===== src/sv/rsst_pkg.sv =====
// Shared types and constants for the range-sum segment tree.
// Depends on nothing; every other file of the block but rsst_ram imports it.
package rsst_pkg;

	// Fixed field widths of the request and response channels
	localparam int unsigned LEAF_IDX_W = 10;
	localparam int unsigned DELTA_W    = 32;
	localparam int unsigned SUM_W      = 32;

	// Command codes carried in the request
	localparam logic CMD_ADD   = 1'b0;
	localparam logic CMD_QUERY = 1'b1;

	// Controller states
	typedef enum logic [2:0] {
		ST_CLEAR,
		ST_IDLE,
		ST_ADD,
		ST_QFIRST,
		ST_QLOOP,
		ST_DONE
	} rsst_state_t;

	// What the read issued in the previous cycle was for
	typedef enum logic [1:0] {
		RD_NONE,
		RD_ADD,
		RD_QFIRST,
		RD_QSTEP
	} rsst_rd_kind_t;

	// Commands from the controller to the datapath
	typedef struct packed {
		logic load;
		logic clr;
		logic add_step;
		logic qry_first;
		logic qry_step;
		logic out_load;
	} rsst_cmd_t;

	// Status from the datapath to the controller
	typedef struct packed {
		logic clr_last;
		logic node_zero;
		logic qry_more;
		logic inv_range;
	} rsst_stat_t;

endpackage


===== src/sv/rsst_ctrl.sv =====
// Controller of the segment tree: sequences the clear sweep, add climb and
// query climb, and owns the handshakes. Depends on rsst_pkg.
module rsst_ctrl import rsst_pkg::*; (
	input  logic       clk,
	input  logic       arst_n,
	input  logic       req_valid,
	input  logic       req_cmd,
	output logic       req_ready,
	output logic       rsp_valid,
	input  logic       rsp_ready,
	output rsst_cmd_t  cmd,
	input  rsst_stat_t stat
);
	rsst_state_t state_q;
	rsst_state_t state_d;
	logic        out_valid_q;
	logic        accept;
	logic        out_free;

	assign req_ready = (state_q == ST_IDLE);
	assign accept    = req_valid && req_ready;
	assign out_free  = !out_valid_q || rsp_ready;
	assign rsp_valid = out_valid_q;

	// Next state
	always_comb begin
		state_d = state_q;
		unique case (state_q)
			ST_CLEAR: begin
				if (stat.clr_last) state_d = ST_IDLE;
			end
			ST_IDLE: begin
				if (accept) begin
					if (req_cmd == CMD_ADD) begin
						state_d = ST_ADD;
					end else if (stat.inv_range) begin
						state_d = ST_DONE;
					end else begin
						state_d = ST_QFIRST;
					end
				end
			end
			ST_ADD: begin
				if (stat.node_zero) state_d = ST_IDLE;
			end
			ST_QFIRST: state_d = ST_QLOOP;
			ST_QLOOP: begin
				if (!stat.qry_more) state_d = ST_DONE;
			end
			ST_DONE: begin
				if (out_free) state_d = ST_IDLE;
			end
			default: state_d = ST_IDLE;
		endcase
	end

	// Datapath commands
	always_comb begin
		cmd           = '0;
		cmd.load      = accept;
		cmd.clr       = (state_q == ST_CLEAR);
		cmd.add_step  = (state_q == ST_ADD) && !stat.node_zero;
		cmd.qry_first = (state_q == ST_QFIRST);
		cmd.qry_step  = (state_q == ST_QLOOP) && stat.qry_more;
		cmd.out_load  = (state_q == ST_DONE) && out_free;
	end

	// State register
	always_ff @(posedge clk or negedge arst_n) begin
		if (!arst_n) begin
			state_q <= ST_CLEAR;
		end else begin
			state_q <= state_d;
		end
	end

	// Hold the result until the transaction completes
	always_ff @(posedge clk or negedge arst_n) begin
		if (!arst_n) begin
			out_valid_q <= 1'b0;
		end else if (cmd.out_load) begin
			out_valid_q <= 1'b1;
		end else if (rsp_ready) begin
			out_valid_q <= 1'b0;
		end
	end
endmodule


===== config.mk =====
export PLATFORM = sky130hd
export DESIGN_NAME = rsst_ctrl
export DESIGN_NICKNAME = d
export VERILOG_FILES = /design/src/sv/rsst_pkg.sv /design/src/sv/rsst_ctrl.sv
export SDC_FILE = /design/constraint.sdc
export NUM_CORES = 1
export LEC_CHECK = 0
export BUFFER_PORTS_ARGS = -buffer_cell sky130_fd_sc_hd__buf_2
export CELL_PAD_IN_SITES_DETAIL_PLACEMENT = 0
export CELL_PAD_IN_SITES_GLOBAL_PLACEMENT = 2
export CORE_MARGIN = 2
export CORE_UTILIZATION = 21
export CTS_CLUSTER_DIAMETER = 120
export DETAILED_ROUTE_END_ITERATION = 6
export GPL_ROUTABILITY_DRIVEN = 1
export PLACE_DENSITY_LB_ADDON = 0.1
export SLEW_MARGIN = 40
export SYNTH_ARGS = -nofsm -noshare
export SYNTH_HDL_FRONTEND = slang
export SYNTH_SLANG_ARGS = --single-unit

===== constraint.sdc =====
create_clock -name clk -period 1.1 [get_ports clk]
set_input_delay 0.055 -clock clk [delete_from_list [all_inputs] [get_ports clk]]
set_output_delay 0.055 -clock clk [all_outputs]
set_load 0.02 [all_outputs]

==> impl_metrics.csv <==
group,metric,value,unit
run_status,outcome,"finished, violations left",
run_status,violations,"negative setup slack",
grt,grt_pass1_wl,1520,um
power_and_ir_drop,leakagePower,0.256,nW
finish,drive_gt1_frac,0.732,
worst_setup_path,crit_end,"cmd[5]",
synth,synth_ff_type,"dfrtp_1",
clock_network,clk_pin_slew,0.04,ns
sta,period_needed,1.27,ns
sta,worstMarginPinSlew,0.233,ns
synth,yosys.area.top_type,"dfrtp_1",
grt,grt_max_degree,7,
hold_path,hold_class,"input port to register",
clock_network,cts_sinks,4,
synth,synthArstFlopShare,1.00,
sta,finalMaxSlewViolations,0,
floorplan,io_pins,17,
grt,overflow,0,
worst_setup_path,cp.depth,4,
finish,final_core_util,0.421,
synth,synthCells,29,
worst_setup_path,critPathTopFamily,"flip-flops",
sta,skew,0.00213,ns
run,drv_cap,0,
placement,post_dp_cell_area,405,um2
synth,synth.most_common_cell,"dfrtp_1",
worst_setup_path,cp-start-kind,"register",
synth,synthTopCellsByCount,"4 x dfrtp_1, 3 x a21oi_1, 2 x buf_4, 2 x nand2_1, 2 x nor2_1",
sta,setup_viol,8,
routing,routed_wirelength,878,um
worst_setup_path,crit_required,1.04,ns
routing,post-route-drc-count,0,
synth,syn_area,295,um2
placement,gp_congestion,0.763,
floorplan,die_w,41.5,um
synth,ys_seq_area_frac,0.339,
power_and_ir_drop,switching_share,0.429,
sta,finalHoldViolations,0,
sta,fmax,787,MHz
sta,finalCritPeriodShare,1.15,
worst_setup_path,worstSetupPathType,"register to output port",
worst_setup_path,worstPathArrival,1.22,ns
power_and_ir_drop,p_clk_frac,0.126,
power_and_ir_drop,p_comb_frac,0.653,
power_and_ir_drop,peakVddDrop,0.000982,V
finish,finalInstanceArea,548,um2
power_and_ir_drop,pwr-share-seq,0.221,
power_and_ir_drop,power_density,2710,mW/mm2
synth,yosys_warnings,0,
finish,insertedDiodeCount,0,
worst_setup_path,slowest_delay,0.44,ns
synth,synth_edf_count,0,
clock_network,cts_buffers,3,
clock_network,clock-root-buffer,"clkbuf_4",
worst_setup_path,worstReg2RegStart,"state_q[0]$_DFFE_PN0P_",
placement,placed_cells,61,
synth,post-synth-top-area-fraction,0.339,
synth,synthTopCellsByArea,"dfrtp_1 34%, nor4bb_4 8.5%, nor4_4 7.2%",
synth,synth_seq_cells,4,
floorplan,row_count,13,
finish,final-instance-count-excl-fill,71,
grt,grt_pass1_vias,358,
sta,rsz0062_at_grt,"true",
synth,synth_cell_types,21,
worst_setup_path,rr_worst_depth,4,
routing,drt-wirelength-per-cell,12.4,um
placement,dpl.hpwl,611,um
finish,fin_nets,67,
finish,syn_to_final_growth,85.6,%
routing,drt_first_pass_iters,2,
floorplan,start_util,0.227,
grt,grt_usage,0.122,
worst_setup_path,path_buf_inv,1,
worst_setup_path,crit_slowest_cell,"dfrtp_2",
worst_setup_path,crit_path_start,"state_q[2]$_DFFE_PN0P_",
worst_setup_path,crit_fanout,4,
power_and_ir_drop,internal_power,0.000850,W
worst_setup_path,crit_chain,"nand2b_4, nor2_4, and2_4, buf_6",
finish,fillers,148,
hold_path,hold_path.startpoint,"req_valid",
routing,viasPerCell,4.44,
worst_setup_path,r2r_setup_slack,-0.10,ns
floorplan,dieHeight,41.5,um
routing,vias,315,
routing,postRouteAntennaNets,0,
routing,drt_iter0_drc,2,
floorplan,coreArea,0.00130,mm2
placement,port_buffers,16,
clock_network,cts_tree,"yes",
clock_network,clk_latency,0.23,ns
worst_setup_path,r2r-end,"state_q[0]$_DFFE_PN0P_",
worst_setup_path,critPathCaptureType,"output port",
grt,antenna_found_initial,0,
sta,fin_ws,-0.170,ns
synth,syn_nets,38,
placement,post-place-ws,-0.0112,ns
synth,syn_avg_cell_area,10.2,um2
sta,slew_headroom,0.844,
clock_network,htreeDepth,1,
power_and_ir_drop,power.switching,0.000638,W
clock_network,clockBufferDepth,2,
floorplan,dieArea,0.00172,mm2
-- worst reg2reg max path, delay by kind of cell, from the launching register on --
kind            cells  cell delay [ns]
flops               1             0.47
compound gates      2             0.14
buf+inv             1             0.16
simple gates        1             0.31
-- worst min path at each step --
stage	end	cells after the start	slack (ns)
after detailed placement	rsp_valid$_DFFE_PN0P_	1	-0.13
after global routing	state_q[1]$_DFFE_PN0P_	2	0.10
after global placement	rsp_valid$_DFFE_PN0P_	1	-0.13
after CTS	state_q[1]$_DFFE_PN0P_	2	0.10
final	state_q[1]$_DFFE_PN0P_	2	0.11
after floorplan	rsp_valid$_DFFE_PN0P_	0	-0.24
-- kinds of logic after synthesis --
| family | share of synthesized area |
|---|---|
| buf+inv | 0.0762 |
| flops | 0.339 |
| mux | 0.0339 |
| simple gates | 0.394 |
| compound gates | 0.157 |
-- repair_timing --
item                                   in CTS  in global routing
buffers inserted                            5                  1
setup endpoints to repair                   8                  8
pin swaps                                   3                  0
endpoints found under the hold margin       4                  0
resized for setup                          13                  6
hold buffers                                1                  0
-- layout by cell type (no fill, tap or decap), drive strengths merged, types with 2 or more instances in the layout --
master,instances
buf,25
dfrtp,4
clkbuf,3
nor2,3
a21oi,3
nand2,2
nand2b,2
inv,2
-- power by group through the flow --
stage	Combinational, W	Sequential, W	Clock [W]
6_report	0.000972	0.000328	0.000187
5_1_grt	0.00104	0.000342	0.000213
4_1_cts	0.000847	0.000335	0.000198
3_5_place_dp	0.000646	0.000342	0
3_3_place_gp	0.000659	0.000344	0
2_1_floorplan	0.000484	0.000321	0
-- area by class of cell --
cell class,instances,area (um2),share of cell area
timing repair buffer,26,194,0.354
sequential,4,104,0.189
multi-input combinational,21,201,0.368
inverter,2,7.51,0.0137
tap,15,18.8,0.0342
clock buffer,3,22.5,0.0411
-- state kept, by name (all words and copies together), names as in the netlist --
register / count
rsp_valid: 1
state_q: 3
-- metrics by stage --
stage | power, W | TNS, ns | hold slack [ns]
floorplan | 0.000805 | -0.127 | -0.241
global placement | 0.00100 | 0 | -0.133
detailed placement | 0.000989 | -0.0112 | -0.134
CTS | 0.00138 | -0.999 | 0.102
global route | 0.00160 | -1.43 | 0.104
finish | 0.00149 | -0.907 | 0.106
-- per-layer routing --
metal	vias to the layer above	part of all wire	track usage
met2	16	0.51	0.178
met4	0	0.040	0.0774
met3	4	0.074	0.0870
met1	138	0.37	0.122
met5	-	0	0
li1	157	-	-
Note: power is estimated with default switching activity, not from simulation.
